<file path="src/rtl/core/tfn_mul.sv">
module tfn_mul (
    input  logic               clk,
    input  logic signed [31:0] a,
    input  logic signed [31:0] b,
    output logic signed [63:0] p
);

    logic signed [63:0] p_reg;

    // Register every product
    always_ff @(posedge clk)
    begin
        p_reg <= a * b;
    end

    assign p = p_reg;

endmodule

</file>
<file path="config.mk">
export PLATFORM = sky130hd
export DESIGN_NAME = tfn_mul
export DESIGN_NICKNAME = d
export VERILOG_FILES = /design/src/rtl/core/tfn_mul.sv
export SDC_FILE = /design/constraint.sdc
export NUM_CORES = 2
export LEC_CHECK = 0
export ABC_AREA = 1
export BUFFER_PORTS_ARGS = -buffer_cell sky130_fd_sc_hd__buf_2
export CAP_MARGIN = 20
export CORE_UTILIZATION = 25
export DETAILED_ROUTE_END_ITERATION = 7
export PLACE_DENSITY_LB_ADDON = 0.05
export SLEW_MARGIN = 40
export SYNTH_ARGS = -nofsm -noshare
export SYNTH_HDL_FRONTEND = slang
export SYNTH_SLANG_ARGS = --single-unit
</file>
<file path="constraint.sdc">
create_clock -name clk -period 8.5 [get_ports clk]
set_input_delay 1.7 -clock clk [delete_from_list [all_inputs] [get_ports clk]]
set_output_delay 1.7 -clock clk [all_outputs]
set_load 0.01 [all_outputs]
</file>
After elaboration in Yosys (flattened, before gate mapping). Cells that the tools add are included.

Multipliers: 1.

Operator list (number): $mul 32x32->64 (1).

Output and inout port bits: 64. Word-level logic and storage cells: 2. Bits of input ports: 65. Register bits: 64.

Longest topological paths before layout.
Word-level depth: 1. Depth in mapped cells: 31. Depth with buffers taken out: 30.

Worst setup path before layout. OpenSTA, ideal clock, no wires.

Kind: input port to flip-flop. Start point: in a[31]. End point: reg p_reg[59], in the netlist p[59]. Slack: 0.156 ns. Required time: 8.387 ns. Arrival: 8.232 ns. Buffers on the path: 1. Library setup time: 0.113 ns. Stages: 27. Cells stage by stage: clkbuf_1 -> nand2_1 -> inv_1 -> fa_1 -> inv_1 -> fa_1 -> inv_1 -> fa_1 -> fa_1 -> inv_1 -> fa_1 -> inv_1 -> fa_1 -> inv_1 -> fa_1 -> fa_1 -> inv_1 -> ha_1 -> nand2_2 -> nor2_1 -> inv_1 -> nor2_1 -> nand2_1 -> nor3_1 -> nand2_1 -> nand4_1 -> nand2_1.

Word-level cells in the longest chain between the ends: 1.

Ends and longest elaborated chain: start, declared (RTL line 3) `input logic signed [31:0] a,`; $mul 32x32->64 (RTL line 13) `p_reg <= a * b;`; end signal, assigned (RTL line 13); end, declared (RTL line 8) `logic signed [63:0] p_reg;`.

No other way between the ends.

Final worst setup path.
Start point: in a[31]. End point: reg p_reg[54], in the netlist p[54].

Same word-level chain as after synthesis.

==> impl_metrics.csv <==
group,metric,value,unit
status,status,"complete, no violations",
synthesis,synth_cell_types,27,
min_path,hold_path.class,"input port to flip-flop",
drt,avgViaCountPerCell,4.07,
synthesis,syn_area_per_cell,7.85,µm²
grt,grt_pass1_vias,34800,
clock_tree,cts_buffers,9,
sta,timing.final.crit_share,96.5,%
die,coreArea,159000,µm²
grt,gr-total-overflow,0,
clock_tree,cts-root-buf,"clkbuf_16",
placed_design,dpl.cell_count,7529,
clock_tree,cts_tree,"done",
grt,met2_usage,32.7,%
drt,drc,0,
drt,wirelength,145000,µm
layout,layoutNonFillerInstCount,7550,
sta,period_needed,8.20,ns
clock_tree,cts.path.max_buffers,2,
sta,fmax,122,MHz
drt,drt_first_pass_iters,5,
synthesis,yosysSeqAreaShare,3.19,%
die,dieWidth,403,µm
drt,postRouteAntennaNets,0,
layout,layout.nets,6801,
synthesis,synth_warnings,0,
critical_path,crit_fanout,10,
die,die_y,403,µm
drt,vias,30700,
critical_path,arrival,8.47,ns
clock_tree,cts.sinks,64,
sta,hold_ws,1.97,ns
min_path,hold_depth,4,
critical_path,crit_start,"a[31]",
layout,drive_above_1_share,11.6,%
grt,antenna_found_initial,5,
critical_path,slowest_delay,0.59,ns
drt,drt-wirelength-per-cell,19.2,µm
synthesis,synthCells,5124,
sta,setup_tns,0,ns
grt,use_met3,1.51,%
placed_design,dp_hpwl,133000,µm
sta,report.final.slew_viol_count,0,
placed_design,io_buffer_count,128,
synthesis,synth.net_count,6455,
clock_tree,clk_pin_slew_worst_paths,0.10,ns
grt,grt_first_pass_wirelength,224000,µm
grt,met1_usage,25.2,%
sta,finalSetupViolCount,0,
clock_tree,htreeDepth,3,
critical_path,required,8.77,ns
layout,area_growth,16.8,%
die,io_pins,129,
critical_path,cpMaxStageDelayCell,"fa_1",
sta,finalHoldViolations,0,
placed_design,place_congestion,0.841,
synthesis,syn_area,40200,µm²
critical_path,end_kind,"flip-flop",
critical_path,startpoint_type,"input port",
sta,worstMarginPinSlew,0.628,ns
clock_tree,cts_hold_buf,0,
die,rows,146,
die,die-area,162000,µm²
critical_path,worstSetupPathType,"input port to flip-flop",
grt,grt_max_degree,28,
layout,largest_register_ffs,64,
min_path,hold_start,"b[0]",
drt,dr.first_iter.drc_count,1367,
grt,grt_usage,18.6,%
run,maxCapViolations,0,
die,initial_core_util,25.3,%
synthesis,ys_ff_latch,64,
sta,relSlewSlack,58.2,%
grt,grt_busiest_layer,"met2",
## cell usage after synthesis (all sizes together)
master	count	share of area (%)
fa	1082	54
a21o	2	0.037
nor3	16	0.26
xor2	31	0.68
nand2	1525	14
ha	184	5.7
or2	7	0.11
nand3b	6	0.11
o21ai	21	0.26
clkbuf	192	1.8
nand4	13	0.20
dfxtp	64	3.2
inv	1700	16
nor2	127	1.4
o21a	1	0.019
nand3	79	1.1
a21oi	63	0.79
xnor2	3	0.065
o21bai	8	0.15
## worst max-delay path, delay by kind of cell
kind	cells	cell delay (ns)
adders and majority gates	9	4.42
and+or+nand+nor	9	1.02
buffers and inverters	13	1.28
## cell usage in the layout (no fill, tap or decap), types with 8 or more instances in the layout
master     instances
o21ai_0           17
nor3_1            11
buf_12            69
dfxtp_1           64
clkbuf_16          9
nor2_2            34
a21oi_1           61
buf_2            123
nand4_1           13
xor2_1            31
fa_1            1081
nand3_1           73
nand2_2           21
ha_1             180
nor2_1            89
o21bai_1           8
buf_4            330
inv_2              8
inv_1           1692
nand2_1         1504
## routing by layer
layer / wire [µm] / vias to the layer above
li1: - / 14600
met1: 66400 / 15700
met2: 73100 / 332
met3: 3230 / 83
met4: 2240 / 4
met5: 15 / -
## stage by stage
step | cell area, µm² | util, % | setup WS, ns
finish | 47000 | 29.6 | 0.301
global route | 47000 | 29.5 | -0.0151
CTS | 46900 | 29.5 | 0.174
detailed placement | 46600 | 29.3 | -0.212
global placement | 46600 | 29.3 | -0.237
floorplan | 40200 | - | 0.156
## what timing repair did
item | CTS | global route
setup buffers | 0 | 2
endpoints found under the setup margin | 0 | 14
resized for setup | 0 | 17
## final timing paths
path,end
worst max-delay path,p[54]$_DFF_P_
worst min-delay path,p[0]$_DFF_P_
## cell type report
class                      count  area [µm²]
inverter                    1700        6380
clock buffer                   9         225
tap                         2072        2590
fill                       17400      112000
clock inverter                 7         105
timing repair buffer         527        4510
multi-input combinational   3168       31900
antenna                        3        7.51
sequential                    64        1280
## cells by family after synthesis
family	Yosys count	share of synthesized area [%]
simple gates	1773	17.5
compound gates	95	1.26
xor+xnor	34	0.741
buf+inv	1892	17.7
flops	64	3.19
fa+ha+maj	1266	59.6
Power is left out: the tool's default activity adds up to more than one toggle a clock period on the data nets, which glitch-free logic cannot reach.
