**src/rtl/core/tfn_pkg.sv**
```systemverilog
package tfn_pkg;

    // Fixed field widths
    localparam int COORD_W   = 32;
    localparam int NORM_W    = 16;
    localparam int CFG_W     = 64;
    localparam int CFG_IDX_W = 3;
    localparam int NUM_CFG   = 6;

    // Default fraction widths
    localparam int COORD_FRAC_BITS_DEF  = 16;
    localparam int NORMAL_FRAC_BITS_DEF = 14;

    // Internal datapath widths
    localparam int EDGE_W = 33;
    localparam int CR_W   = 63;
    localparam int ACC_W  = 66;
    localparam int SUM_W  = 62;
    localparam int LEN_W  = 31;

    // Configuration register indexes
    localparam logic [CFG_IDX_W-1:0] REG_COL0_XY       = 3'd0;
    localparam logic [CFG_IDX_W-1:0] REG_COL0Z_COL1X   = 3'd1;
    localparam logic [CFG_IDX_W-1:0] REG_COL1_YZ       = 3'd2;
    localparam logic [CFG_IDX_W-1:0] REG_COL2_XY       = 3'd3;
    localparam logic [CFG_IDX_W-1:0] REG_COL2Z_TRANS_X = 3'd4;
    localparam logic [CFG_IDX_W-1:0] REG_TRANS_YZ      = 3'd5;

    localparam logic [CFG_W-1:0] CFG_RESET [NUM_CFG] = '{
        64'd65536, 64'd0, 64'd65536, 64'd0, 64'd65536, 64'd0
    };

    typedef enum logic [1:0] {
        STATUS_OK         = 2'd0,
        STATUS_DEGEN      = 2'd1,
        STATUS_INCOMPLETE = 2'd2
    } status_t;

    typedef enum logic [1:0] {
        PH_XF,
        PH_CROSS,
        PH_SQ
    } phase_t;

    typedef enum logic [3:0] {
        ST_IDLE,
        ST_MUL,
        ST_ACC,
        ST_FIN,
        ST_VERT,
        ST_EDGE,
        ST_ESHIFT,
        ST_CMAX,
        ST_CSHR,
        ST_CSHL,
        ST_SQRT_GO,
        ST_SQRT_WAIT,
        ST_DIV_GO,
        ST_DIV_WAIT,
        ST_EMIT
    } state_t;

endpackage

```
**src/rtl/core/tfn_div.sv**
```systemverilog
module tfn_div #(
    parameter int Q_W   = tfn_pkg::NORMAL_FRAC_BITS_DEF + 1,
    parameter int DEN_W = tfn_pkg::LEN_W
) (
    input  logic                   clk,
    input  logic                   rst_n,
    input  logic                   start,
    input  logic [DEN_W+Q_W-1:0]   num,
    input  logic [DEN_W-1:0]       den,
    output logic                   done,
    output logic [Q_W-1:0]         quo
);

    localparam int CNT_W = $clog2(Q_W);

    logic [DEN_W-1:0] rem_reg, rem_next;
    logic [Q_W-1:0]   quo_reg, quo_next;
    logic [DEN_W-1:0] den_reg, den_next;
    logic [CNT_W-1:0] cnt_reg, cnt_next;
    logic             busy_reg, busy_next;
    logic             done_reg, done_next;
    logic [DEN_W:0]   cand;
    logic             ge;

    // Restoring divide, one quotient bit per cycle
    always_comb
    begin
        rem_next  = rem_reg;
        quo_next  = quo_reg;
        den_next  = den_reg;
        cnt_next  = cnt_reg;
        busy_next = busy_reg;
        done_next = 1'b0;
        cand      = {rem_reg, quo_reg[Q_W-1]};
        ge        = cand >= {1'b0, den_reg};
        if (start)
        begin
            rem_next  = num[DEN_W+Q_W-1:Q_W];
            quo_next  = num[Q_W-1:0];
            den_next  = den;
            cnt_next  = '0;
            busy_next = 1'b1;
        end
        else if (busy_reg)
        begin
            if (ge)
            begin
                rem_next = cand[DEN_W-1:0] - den_reg;
            end
            else
            begin
                rem_next = cand[DEN_W-1:0];
            end
            quo_next = {quo_reg[Q_W-2:0], ge};
            cnt_next = cnt_reg + 1'b1;
            if (cnt_reg == CNT_W'(Q_W - 1))
            begin
                busy_next = 1'b0;
                done_next = 1'b1;
            end
        end
    end

    always_ff @(posedge clk or negedge rst_n)
    begin
        if (!rst_n)
        begin
            busy_reg <= 1'b0;
            done_reg <= 1'b0;
            cnt_reg  <= '0;
        end
        else
        begin
            busy_reg <= busy_next;
            done_reg <= done_next;
            cnt_reg  <= cnt_next;
        end
    end

    always_ff @(posedge clk)
    begin
        rem_reg <= rem_next;
        quo_reg <= quo_next;
        den_reg <= den_next;
    end

    assign done = done_reg;
    assign quo  = quo_reg;

endmodule

```
**config.mk**
```make
export PLATFORM = sky130hd
export DESIGN_NAME = tfn_div
export DESIGN_NICKNAME = d
export VERILOG_FILES = /design/src/rtl/core/tfn_pkg.sv /design/src/rtl/core/tfn_div.sv
export SDC_FILE = /design/constraint.sdc
export NUM_CORES = 1
export LEC_CHECK = 0
export ABC_AREA = 1
export CORE_ASPECT_RATIO = 1.75
export CORE_UTILIZATION = 59
export DETAILED_ROUTE_END_ITERATION = 6
export DONT_BUFFER_PORTS = 1
export PLACE_DENSITY_LB_ADDON = 0.25
export SLEW_MARGIN = 40
export SYNTH_ARGS = -nofsm -noshare
export SYNTH_HDL_FRONTEND = slang
export SYNTH_SLANG_ARGS = --single-unit
```
**constraint.sdc**
```tcl
create_clock -name clk -period 2.8 [get_ports clk]
set_input_delay 0.7 -clock clk [delete_from_list [all_inputs] [get_ports clk]]
set_output_delay 0.7 -clock clk [all_outputs]
set_load 0.05 [all_outputs]
```
# ---- Yosys cells after proc, flatten, opt, wreduce, memory -nomap -nowiden
# Cells that the tools add are included.
dict set report totals {
  output_inout_bits 16
  word_cells 24
  reg_bits 83
  input_bits 80
}
dict set report classes {
  order_cmp 1
  n_reduce_logical 1
  addsub 2
  n_mux 13
  n_eq_ne 1
}
# op count
set op_table {}
lappend op_table {{$mux 31} 3}
lappend op_table {{$ge 32x31->1} 1}
lappend op_table {{$sub 31x31->31} 1}
lappend op_table {{$mux 15} 2}
lappend op_table {{$mux 4} 2}
lappend op_table {{$mux 1} 6}
lappend op_table {{$add 4x1->4 const B} 1}
lappend op_table {{$eq 4x4->1 const B} 1}
lappend op_table {{$reduce_bool 2->1} 1}

# ---- Logic depth before layout (Yosys ltp)
# Gate-level depths: netlist (run 1).
dict set report logic_depth {
  ltp_word 4
  ltp_mapped 16
  ltp_nobuf 16
}

# ---- Worst setup path after synthesis (run 1)
# Ideal clock, no wire load.
dict set report synth_timing {
  kind {reg-to-reg}
  start {register quo_reg[14], in the netlist quo[14]}
  end {register rem_reg[26], data pin}
  arrival_time_ps 2326
  slack_ps 222
  required_time_ps 2548
  n_path_buf 1
  path_stages_with_launch 17
  period_less_slack_ps 2578
  path_cell_list {edfxtp_1 > inv_1 > ha_1 > fa_1 > inv_1 > nand2_1 > nand2_1 > nand3_1 > nand2_2 > nand2_2 > nand3_2 > nand2_4 > nand2_4 > buf_6 > nand3_1 > nand2_1 > nand2_1}
}
dict set report synth_between {
  elab_chain_len 4
}
# item line
set synth_lines {}
lappend synth_lines {{from (decl)} tfn_div.sv:17} ;# logic [Q_W-1:0] quo_reg, quo_next;
lappend synth_lines {{from (signal assigned)} tfn_div.sv:83} ;# quo_reg <= quo_next;
lappend synth_lines {{$sub 31x31->31 or $ge 32x31->1 (tied branches)} {tfn_div.sv:48, tfn_div.sv:35}}
lappend synth_lines {{$mux 31 *} tfn_div.sv:46} ;# if (ge)
lappend synth_lines {{$mux 31 *} tfn_div.sv:44} ;# else if (busy_reg)
lappend synth_lines {{$mux 31 *} tfn_div.sv:36} ;# if (start)
lappend synth_lines {{net rem_next[26]} tfn_div.sv:16} ;# logic [DEN_W-1:0] rem_reg, rem_next;
lappend synth_lines {{to (signal assigned)} tfn_div.sv:82} ;# rem_reg <= rem_next;
lappend synth_lines {{to (decl)} tfn_div.sv:16}
# Mark *: on every way through the listed nets, which the timed path passes. The rest lies on a longest branch. The select of a mux whose other input is x is not followed.
# A chain may end at the register's enable or synchronous reset.

# ---- Worst setup path after layout (run 1)
dict set report layout_timing {
  start {register quo_reg[14], in the netlist quo[14]}
  end {register rem_reg[13], data pin}
}
# Same word-level chain as after synthesis.

==> flow_metrics.py, run 1 <==
metrics = {
    "cts": {
        "h-tree-depth": 3,
        "clock_tree_from_tritoncts": "built",
        "cts.hold.buffers_added": 0,
        "cts_root_buf": "sky130_fd_sc_hd__clkbuf_16",
        "cts-buffers-inserted": 9,
        "cts_max_path_buffers": 2,
        "cts.reportedPaths.clkPinSlew_ns": 0.07,
        "sink_count": 83,
        "insertion_delay_ns": 0.35,
    },
    "synthesis": {
        "synth.avg_cell_area_sq_um": 7.025,
        "dominantRegCellSynth": "sky130_fd_sc_hd__edfxtp_1",
        "ys_seq_area_frac": 0.3969,
        "synth-warning-count": 0,
        "post_synth_inst_count": 883,
        "synth-seq-cells": 83,
        "post_syn_area_sq_mm": 0.006203,
        "synth.largest_area_cell": "sky130_fd_sc_hd__edfxtp_1",
        "mappedNetlistNets": 997,
        "synth_top_cells_by_area": "sky130_fd_sc_hd__edfxtp_1 37%, sky130_fd_sc_hd__nand2_1 23%, sky130_fd_sc_hd__inv_1 9.7%",
        "async_flop_share": 0.07229,
        "cell_variety_after_synth": 34,
        "synthDominantCellAreaShare": 0.3727,
        "post_synth_edffs": 77,
    },
    "layout": {
        "nNetsFinal": 1001,
        "post_route_cells_drive_above_1_share": 0.05157,
        "area_growth_pct": 8.632,
        "ant_cells": 0,
    },
    "route": {
        "route.detailed.drc": 0,
        "detail_route.vias_per_cell": 5.435,
        "count_of_vias_placed_by_the_detailed_router": 5538,
        "drt_pre_antenna_iters": 6,
        "routed_wire_length_per_instance_um": 16.84,
        "detailedRoute.firstIterationViolations": 298,
        "drt-total-wl_um": 17160,
        "antenna_viol_nets_final": 0,
    },
    "power_and_ir_drop": {
        "static-leakage-power_nw": 3.639,
        "pwr_density_cell_mw_per_mm2": 1122,
        "vdd_ir_drop_max_mv": 0.5979,
        "totalPowerFinal_w": 0.007561,
    },
    "timing": {
        "final.setup.tns_ns": 0,
        "setup_viol_count_final": 0,
        "layout_min_cycle_time_ns": 2.645,
        "grt_setup_unrepaired": "false",
        "worst_pin_slew_ns": 0.5628,
        "hold_violations": 0,
        "finalHoldWorstSlack_ns": 0.04075,
        "final.period_utilization": 0.9445,
        "max_freq_mhz": 378.1,
        "slew_viol_final": 0,
        "worst_clock_skew_ns": 0.009074,
        "timing.slew.headroom": 0.6235,
    },
    "floorplan": {
        "rows": 49,
        "core_area_sq_mm": 0.01024,
        "die_h_um": 137.6,
        "initial_standard_cell_utilization_of_the_core": 0.6059,
        "io-pin-count": 96,
        "design.die.area_sq_mm": 0.01094,
        "die_w_um": 79.51,
    },
    "worst_setup_path": {
        "critical_path_required_ns": 2.90,
        "cp.arrival_ns": 2.74,
        "end_kind": "register",
        "path_max_fanout": 19,
        "start_kind": "register",
        "timing_worst_setup_path_type": "reg -> reg",
    },
    "grt": {
        "antenna_found_initial": 0,
        "grt.total_usage": 0.3236,
        "first_pass_grt_wire_length_um": 26010,
        "globalRoute.totalOverflow": 0,
        "vias_in_the_first_global_route": 5553,
        "largest_net_degree_at_the_start_of_global_routing": 80,
    },
    "min_path": {
        "min-delay-path-class": "in -> async",
    },
    "run_status": {
        "outcome": "complete, no violations",
    },
    "place": {
        "detailed_place_hpwl_um": 13470,
        "io_buffer_count": 0,
        "gp_routability_congestion": 0.9394,
    },
    "job": {
        "cap_violations": 0,
    },
}
## per-layer routing
metal	up-vias	track usage	share of wire
li1	2747	-	-
met1	2534	0.3022	0.35
met2	193	0.6292	0.55
met3	64	0.04040	0.035
met4	0	0.2222	0.067
met5	-	0	0
## cell usage after synthesis (3+ instances only)
library cell	number
sky130_fd_sc_hd__nand2_1	386
sky130_fd_sc_hd__inv_1	160
sky130_fd_sc_hd__edfxtp_1	77
sky130_fd_sc_hd__nand3_1	64
sky130_fd_sc_hd__nor2_1	40
sky130_fd_sc_hd__ha_1	33
sky130_fd_sc_hd__nand3b_1	25
sky130_fd_sc_hd__a21oi_1	14
sky130_fd_sc_hd__xnor2_1	13
sky130_fd_sc_hd__clkbuf_1	10
sky130_fd_sc_hd__nand4_1	8
sky130_fd_sc_hd__dfrtp_1	6
sky130_fd_sc_hd__nand2_2	5
sky130_fd_sc_hd__and2_1	4
sky130_fd_sc_hd__nor2_2	4
sky130_fd_sc_hd__o21ai_0	4
sky130_fd_sc_hd__a21oi_2	3
sky130_fd_sc_hd__buf_2	3
sky130_fd_sc_hd__buf_6	3
sky130_fd_sc_hd__nor3_1	3
## path summary, 6_finish.rpt
kind | from | end | slack [ns] | depth (start not counted)
worst max-delay path | quo[14]$_DFFE_PP_ | rem_reg[13]$_DFFE_PP_ | 0.16 | 15
worst min-delay path | rst_n | cnt_reg[0]$_DFFE_PN0P_ | 0.04 | 0
worst max register to register | quo[14]$_DFFE_PP_ | rem_reg[13]$_DFFE_PP_ | 0.16 | 15
worst min register to register | cnt_reg[3]$_DFFE_PN0P_ | cnt_reg[3]$_DFFE_PN0P_ | 0.46 | 1
max in group asynchronous | rst_n | cnt_reg[3]$_DFFE_PN0P_ | 2.69 | 0
min in group clk | den[17] | den_reg[17]$_DFFE_PP_ | 0.44 | 0
## power by group
group	switching [W]	leakage (nW)	internal, W	total, W
logic	0.00268	2.59	0.00146	0.00414
registers	0.000255	0.878	0.00174	0.00199
clock network	0.000538	0.174	0.000891	0.00143
## through the flow
step	util	instances	worst slack [ns]	area [sq um]
2_1_floorplan	-	883	0.2219	6203
3_3_place_gp	0.6223	1003	0.2358	6371
3_5_place_dp	0.6223	1003	0.08278	6371
4_1_cts	0.6570	1019	0.06575	6726
5_1_grt	0.6582	1019	0.008172	6739
6_report	0.6582	1019	0.1553	6739
## critical path: stages, from the launching register on
cell                       delay (ns)
sky130_fd_sc_hd__edfxtp_1        0.40
sky130_fd_sc_hd__inv_1           0.10
sky130_fd_sc_hd__ha_1            0.20
sky130_fd_sc_hd__fa_1            0.26
sky130_fd_sc_hd__inv_2           0.08
sky130_fd_sc_hd__nand2_1         0.06
sky130_fd_sc_hd__nand2_1         0.06
sky130_fd_sc_hd__nand3_1         0.08
sky130_fd_sc_hd__nand2_2         0.10
sky130_fd_sc_hd__nand2_2         0.09
sky130_fd_sc_hd__nand3_2         0.08
sky130_fd_sc_hd__nand2_4         0.16
sky130_fd_sc_hd__buf_4           0.30
sky130_fd_sc_hd__nand3b_1        0.21
sky130_fd_sc_hd__nand3_1         0.15
sky130_fd_sc_hd__nand2_1         0.07
## repair_timing
action                                  4_1_cts  5_1_grt
buffers inserted                              0        0
gates resized for setup                       0        3
endpoints found under the setup margin        0       20
## area by class of cell
type	instances	area (sq um)
sequential	83	2462
clock inverter	7	130.1
tap	127	158.9
fill	919	3500
timing repair buffer	10	103.9
multi-input combinational	620	3047
inverter	163	611.8
clock buffer	9	225.2
## layout by cell type, fill, tap and decap left out, types with 3 or more instances in the layout
| cell | n |
|---|---|
| sky130_fd_sc_hd__xnor2_1 | 13 |
| sky130_fd_sc_hd__nor2_1 | 40 |
| sky130_fd_sc_hd__a21oi_1 | 14 |
| sky130_fd_sc_hd__nand2_1 | 385 |
| sky130_fd_sc_hd__edfxtp_1 | 77 |
| sky130_fd_sc_hd__o21ai_0 | 4 |
| sky130_fd_sc_hd__nand4_1 | 8 |
| sky130_fd_sc_hd__nand3b_1 | 25 |
| sky130_fd_sc_hd__a21oi_2 | 3 |
| sky130_fd_sc_hd__inv_1 | 159 |
| sky130_fd_sc_hd__ha_1 | 33 |
| sky130_fd_sc_hd__clkbuf_16 | 9 |
| sky130_fd_sc_hd__bufinv_16 | 3 |
| sky130_fd_sc_hd__nand2_2 | 6 |
| sky130_fd_sc_hd__and2_1 | 4 |
| sky130_fd_sc_hd__nor3_1 | 3 |
| sky130_fd_sc_hd__nand3_1 | 64 |
| sky130_fd_sc_hd__dfrtp_1 | 6 |
| sky130_fd_sc_hd__nor2_2 | 4 |
| sky130_fd_sc_hd__buf_4 | 7 |
## cell families after synthesis
kind of cell	after synthesis	share of synthesized area
AND/OR/NAND/NOR	547	0.3766
buffers and inverters	180	0.1138
flip-flops	83	0.3969
adder cells (fa/ha/maj)	34	0.06979
AO/OA/AOI/OAI	24	0.02178
XOR/XNOR	15	0.02118
Note: power is estimated with default switching activity, not from simulation.
==> inputs of run 2 (changes only) <==
CTS_CLUSTER_DIAMETER = 30   (was not set)
MAX_ROUTING_LAYER = met4   (was not set)
==> run 2 against run 1 <==
Against the previous run:
- clock power fell by 18%
- count of clock-buffer cells in the layout did not move
- core utilization fell by 0.78 points
- highest routed layer unchanged
- clock skew barely moved
- global-route usage rose by 1.4 points
- critical endpoint is now rem_reg[5]$_DFFE_PP_
- critical path type unchanged
==> flow_metrics.py, run 2 (synthesis gave the netlist of run 1 again) <==
metrics = {
    "grt": {
        "first_pass_grt_wire_length_um": 26140,
        "grtUsageMet1": 0.3098,
        "antenna_found_initial": 0,
        "globalRouteMet3Util": 0.04503,
        "globalRoute.totalOverflow": 0,
        "grt.total_usage": 0.3371,
        "grt_util_met2": 0.6296,
        "largest_net_degree_at_the_start_of_global_routing": 80,
        "vias_in_the_first_global_route": 5506,
        "top_usage_layer": "met2",
    },
    "route": {
        "detailedRoute.firstIterationViolations": 254,
        "count_of_vias_placed_by_the_detailed_router": 5501,
        "drt-total-wl_um": 17050,
        "antenna_viol_nets_final": 0,
        "route.detailed.drc": 0,
        "routed_wire_length_per_instance_um": 16.71,
        "detail_route.vias_per_cell": 5.393,
        "drt_pre_antenna_iters": 5,
    },
    "cts": {
        "cts.hold.buffers_added": 0,
        "h-tree-depth": 3,
        "clock_tree_from_tritoncts": "built",
        "cts-buffers-inserted": 9,
        "cts_max_path_buffers": 2,
        "cts_root_buf": "sky130_fd_sc_hd__clkbuf_16",
        "insertion_delay_ns": 0.35,
        "sink_count": 83,
        "cts.reportedPaths.clkPinSlew_ns": 0.07,
    },
    "place": {
        "gp_routability_congestion": 0.9695,
        "placed_cell_areas_sq_mm": 0.006354,
        "detailed_place_hpwl_um": 13590,
        "io_buffer_count": 0,
        "placed_cells": 1004,
    },
    "timing": {
        "timing.slew.headroom": 0.6604,
        "slew_viol_final": 0,
        "worst_pin_slew_ns": 0.5095,
        "worst_clock_skew_ns": 0.009492,
        "layout_min_cycle_time_ns": 2.610,
        "finalHoldWorstSlack_ns": 0.04311,
        "setup_viol_count_final": 0,
        "grt_setup_unrepaired": "false",
        "final.period_utilization": 0.9322,
        "max_freq_mhz": 383.1,
        "final.setup.tns_ns": 0,
        "hold_violations": 0,
    },
    "run_status": {
        "outcome": "complete, no violations",
    },
    "power_and_ir_drop": {
        "static-leakage-power_nw": 3.598,
        "pwr_density_cell_mw_per_mm2": 1092,
        "vdd_ir_drop_max_mv": 0.6102,
    },
    "job": {
        "cap_violations": 0,
    },
    "worst_setup_path": {
        "path_max_fanout": 17,
        "end_kind": "register",
        "start_kind": "register",
        "critical_path_required_ns": 2.90,
        "timing_worst_setup_path_type": "reg -> reg",
        "cp.arrival_ns": 2.71,
    },
    "floorplan": {
        "core_area_sq_mm": 0.01024,
        "design.die.area_sq_mm": 0.01094,
        "rows": 49,
        "io-pin-count": 96,
        "die_h_um": 137.6,
        "die_w_um": 79.51,
        "initial_standard_cell_utilization_of_the_core": 0.6059,
    },
    "layout": {
        "post-route-cell-area_sq_mm": 0.006659,
        "final_util": 0.6504,
        "nNetsFinal": 1002,
        "stdcell_count": 1020,
        "post_route_cells_drive_above_1_share": 0.05151,
        "mostFrequentLayoutCells": "385 x sky130_fd_sc_hd__nand2_1, 160 x sky130_fd_sc_hd__inv_1, 77 x sky130_fd_sc_hd__edfxtp_1, 64 x sky130_fd_sc_hd__nand3_1, 40 x sky130_fd_sc_hd__nor2_1",
        "layout.cells.most_common": "sky130_fd_sc_hd__nand2_1",
        "area_growth_pct": 7.342,
        "ant_cells": 0,
    },
    "min_path": {
        "min-delay-path-class": "in -> async",
    },
}
run 2: changes by cell type in the layout (fill, tap and decap cells not counted), sizes merged:
cell	delta
buf	+1
bufinv	-3
clkinvlp	+2
inv	+1
run 2: worst max-delay path, stage by stage (launching register included):
cell and delay (ns):
sky130_fd_sc_hd__edfxtp_1 0.35, sky130_fd_sc_hd__inv_1 0.06, sky130_fd_sc_hd__ha_1 0.22, sky130_fd_sc_hd__fa_1 0.40, sky130_fd_sc_hd__inv_1 0.15, sky130_fd_sc_hd__nand2_1 0.07
sky130_fd_sc_hd__nand2_1 0.07, sky130_fd_sc_hd__nand3_1 0.08, sky130_fd_sc_hd__nand2_2 0.12, sky130_fd_sc_hd__nand2_2 0.07, sky130_fd_sc_hd__nand3_2 0.08, sky130_fd_sc_hd__nand2_4 0.12
sky130_fd_sc_hd__nand2_8 0.15, sky130_fd_sc_hd__buf_8 0.19, sky130_fd_sc_hd__nand2_1 0.08, sky130_fd_sc_hd__nand3_1 0.08, sky130_fd_sc_hd__nand2_1 0.07
run 2: layer usage:
layer	routed length, um	vias to the layer above
met1	5991	2499
met5	0	-
met4	1112	0
li1	-	2739
met3	615	66
met2	9327	197
run 2: final cells by class:
cell class,instances,area (sq um)
clock buffer,9,225.2
clock inverter,7,63.81
multi-input combinational,620,3047
sequential,83,2462
timing repair buffer,11,90.09
fill,921,3580
inverter,163,611.8
tap,127,158.9
run 2: timing repair:
item / in CTS / in global routing
resized for setup: 0 / 3
buffers inserted: 0 / 0
setup endpoints to repair: 0 / 17
run 2: final timing paths:
path,from,to,slack [ns],depth (start not counted)
max in group asynchronous,rst_n,done$_DFF_PN0_,2.69,0
worst min register to register,cnt_reg[3]$_DFFE_PN0P_,cnt_reg[3]$_DFFE_PN0P_,0.49,1
worst max-delay path,quo[14]$_DFFE_PP_,rem_reg[5]$_DFFE_PP_,0.19,16
worst min-delay path,rst_n,cnt_reg[3]$_DFFE_PN0P_,0.04,0
min in group clk,den[16],den_reg[16]$_DFFE_PP_,0.44,0
worst max register to register,quo[14]$_DFFE_PP_,rem_reg[5]$_DFFE_PP_,0.19,16
run 2: power breakdown:
part           switching (W)  internal, W  leakage, nW
registers           0.000254      0.00174        0.878
logic                0.00267      0.00144         2.58
clock network       0.000544     0.000623        0.137
total                0.00347      0.00380         3.60
run 2: stage by stage:
step | setup slack, ns | total power (W)
2_1_floorplan | 0.2219 | 0.004983
3_5_place_dp | 0.06532 | 0.006047
6_report | 0.1897 | 0.007271
5_1_grt | 0.01819 | 0.007824
4_1_cts | 0.05177 | 0.007232
3_3_place_gp | 0.1656 | 0.005984
==> inputs of run 3 (changes only) <==
CORE_MARGIN = 4   (was not set)
==> run 3 against run 2 <==
Against the previous run:
- sequential power is essentially flat
- non-clock buffer count grew 1
- count of clock-buffer cells in the layout is the same
- first-iteration DRC count grew 10%
- sequential share of layout area shrank 0.076 points
- final area grew 0.21%
- global-route usage shrank 4.4 points
- largest power group unchanged
==> flow_metrics.py, run 3 (synthesis gave the netlist of run 1 again) <==
metrics = {
    "route": {
        "count_of_vias_placed_by_the_detailed_router": 5441,
        "route.detailed.drc": 0,
        "antenna_viol_nets_final": 0,
        "detail_route.vias_per_cell": 5.329,
        "drt_pre_antenna_iters": 5,
        "drt-total-wl_um": 16980,
        "routed_wire_length_per_instance_um": 16.63,
        "detailedRoute.firstIterationViolations": 280,
    },
    "floorplan": {
        "die_h_um": 143.6,
        "die_w_um": 85.51,
        "io-pin-count": 96,
        "core_area_sq_mm": 0.01030,
        "design.die.area_sq_mm": 0.01228,
        "rows": 49,
        "initial_standard_cell_utilization_of_the_core": 0.6023,
    },
    "timing": {
        "max_freq_mhz": 381.6,
        "worst_slack_ns": 0.1795,
        "layout_min_cycle_time_ns": 2.621,
        "final.setup.tns_ns": 0,
        "final.period_utilization": 0.9359,
        "worst_pin_slew_ns": 0.5282,
        "hold_violations": 0,
        "finalHoldWorstSlack_ns": 0.04975,
        "slew_viol_final": 0,
        "grt_setup_unrepaired": "false",
        "worst_clock_skew_ns": 0.01021,
        "setup_viol_count_final": 0,
        "timing.slew.headroom": 0.6479,
    },
    "cts": {
        "cts-buffers-inserted": 9,
        "h-tree-depth": 3,
        "post_cts_resize_count": 0,
        "sink_count": 83,
        "cts_root_buf": "sky130_fd_sc_hd__clkbuf_16",
        "cts_post_setup_buffers_inserted": 0,
        "cts.hold.buffers_added": 0,
        "clock_tree_from_tritoncts": "built",
        "cts.reportedPaths.clkPinSlew_ns": 0.07,
        "cts_max_path_buffers": 2,
        "insertion_delay_ns": 0.34,
    },
    "grt": {
        "vias_in_the_first_global_route": 5613,
        "antenna_found_initial": 0,
        "globalRoute.totalOverflow": 0,
        "largest_net_degree_at_the_start_of_global_routing": 80,
        "first_pass_grt_wire_length_um": 26740,
        "grt.total_usage": 0.2931,
    },
    "layout": {
        "ant_cells": 0,
        "nNetsFinal": 1003,
        "mostFrequentLayoutCells": "385 x sky130_fd_sc_hd__nand2_1, 160 x sky130_fd_sc_hd__inv_1, 77 x sky130_fd_sc_hd__edfxtp_1, 64 x sky130_fd_sc_hd__nand3_1, 40 x sky130_fd_sc_hd__nor2_1",
        "post_route_cells_drive_above_1_share": 0.05257,
        "n_fill_cell": 948,
        "final_util": 0.6478,
        "layout.cells.most_common": "sky130_fd_sc_hd__nand2_1",
        "area_growth_pct": 7.564,
    },
    "worst_setup_path": {
        "timing.critical_path.buf_inv": 3,
        "path_max_fanout": 16,
        "timing_worst_setup_path_type": "reg -> reg",
        "depth_of_the_worst_register_to_register_path": 16,
        "critical_path.top_delay_family": "simple AND/OR/NAND/NOR gates",
        "path_cells": "inv_1 > ha_1 > fa_1 > inv_1 > nand2_1 > nand2_1 > nand3_1 > nand2_2 > nand2_2 > nand3_2 > nand2_4 > nand2_4 > buf_4 > nand3_1 > nand2_1 > nand2_1",
        "max_stage_delay_cell_worst_path": "sky130_fd_sc_hd__fa_1",
        "worst_path_largest_cell_delay_ns": 0.40,
        "cp.arrival_ns": 2.72,
        "critical_path_required_ns": 2.90,
        "timing.critical_path.depth": 16,
        "end_kind": "register",
        "worst_path_most_repeated_cell": "sky130_fd_sc_hd__nand2_1",
        "start_kind": "register",
    },
    "place": {
        "preCtsSetupSlack_ns": 0.1925,
        "io_buffer_count": 0,
        "gp_routability_congestion": 1.027,
        "detailed_place_hpwl_um": 13690,
    },
    "power_and_ir_drop": {
        "pwr_density_cell_mw_per_mm2": 1083,
        "vdd_ir_drop_max_mv": 0.6189,
        "static-leakage-power_nw": 3.616,
        "totalPowerFinal_w": 0.007226,
    },
    "run_status": {
        "outcome": "complete, no violations",
    },
    "min_path": {
        "min-delay-path-class": "in -> async",
    },
    "job": {
        "cap_violations": 0,
    },
}
==> run 3: cell count changes in the layout (fill, tap and decap cells not counted), sizes merged <==
cell and delta:
inv +1, buf +1, clkinvlp -2, clkinv +1
==> run 3: per-layer routing <==
| layer | vias up | share of wire | wire length (um) | track usage |
|---|---|---|---|---|
| met5 | - | 0 | 0 | - |
| met4 | 0 | 0.041 | 698 | 0.1460 |
| met3 | 43 | 0.041 | 693 | 0.03672 |
| met2 | 176 | 0.57 | 9642 | 0.5639 |
| met1 | 2477 | 0.35 | 5948 | 0.2792 |
| li1 | 2745 | - | - | - |
==> run 3: worst paths after layout <==
path | start | to | slack, ns
setup reg to reg | quo[14]$_DFFE_PP_ | rem_reg[25]$_DFFE_PP_ | 0.18
min in group clk | den[4] | den_reg[4]$_DFFE_PP_ | 0.45
hold reg to reg | cnt_reg[3]$_DFFE_PN0P_ | cnt_reg[3]$_DFFE_PN0P_ | 0.50
hold / removal | rst_n | cnt_reg[2]$_DFFE_PN0P_ | 0.05
max in group asynchronous | rst_n | cnt_reg[3]$_DFFE_PN0P_ | 2.68
setup / recovery | quo[14]$_DFFE_PP_ | rem_reg[25]$_DFFE_PP_ | 0.18
==> run 3: layout make-up <==
class | count | area [sq um] | share of cell area
multi-input cells | 620 | 3038 | 0.4553
flip-flops and latches | 83 | 2462 | 0.3690
inverters | 163 | 611.8 | 0.09169
clock buffers | 9 | 225.2 | 0.03375
well taps | 127 | 158.9 | 0.02381
repair buffers | 12 | 102.6 | 0.01538
clock inverters | 7 | 73.82 | 0.01106
==> run 3: report_power, final <==
group / leakage [nW] / switching (W) / internal [W]
Clock: 0.148 / 0.000557 / 0.000635
Combinational: 2.59 / 0.00262 / 0.00142
Sequential: 0.878 / 0.000256 / 0.00174
==> run 3: stage by stage <==
step	instances	area (sq um)
after floorplan	883	6203
after global placement	1005	6374
after detailed placement	1005	6374
after CTS	1021	6673
after global routing	1021	6673
final	1021	6673
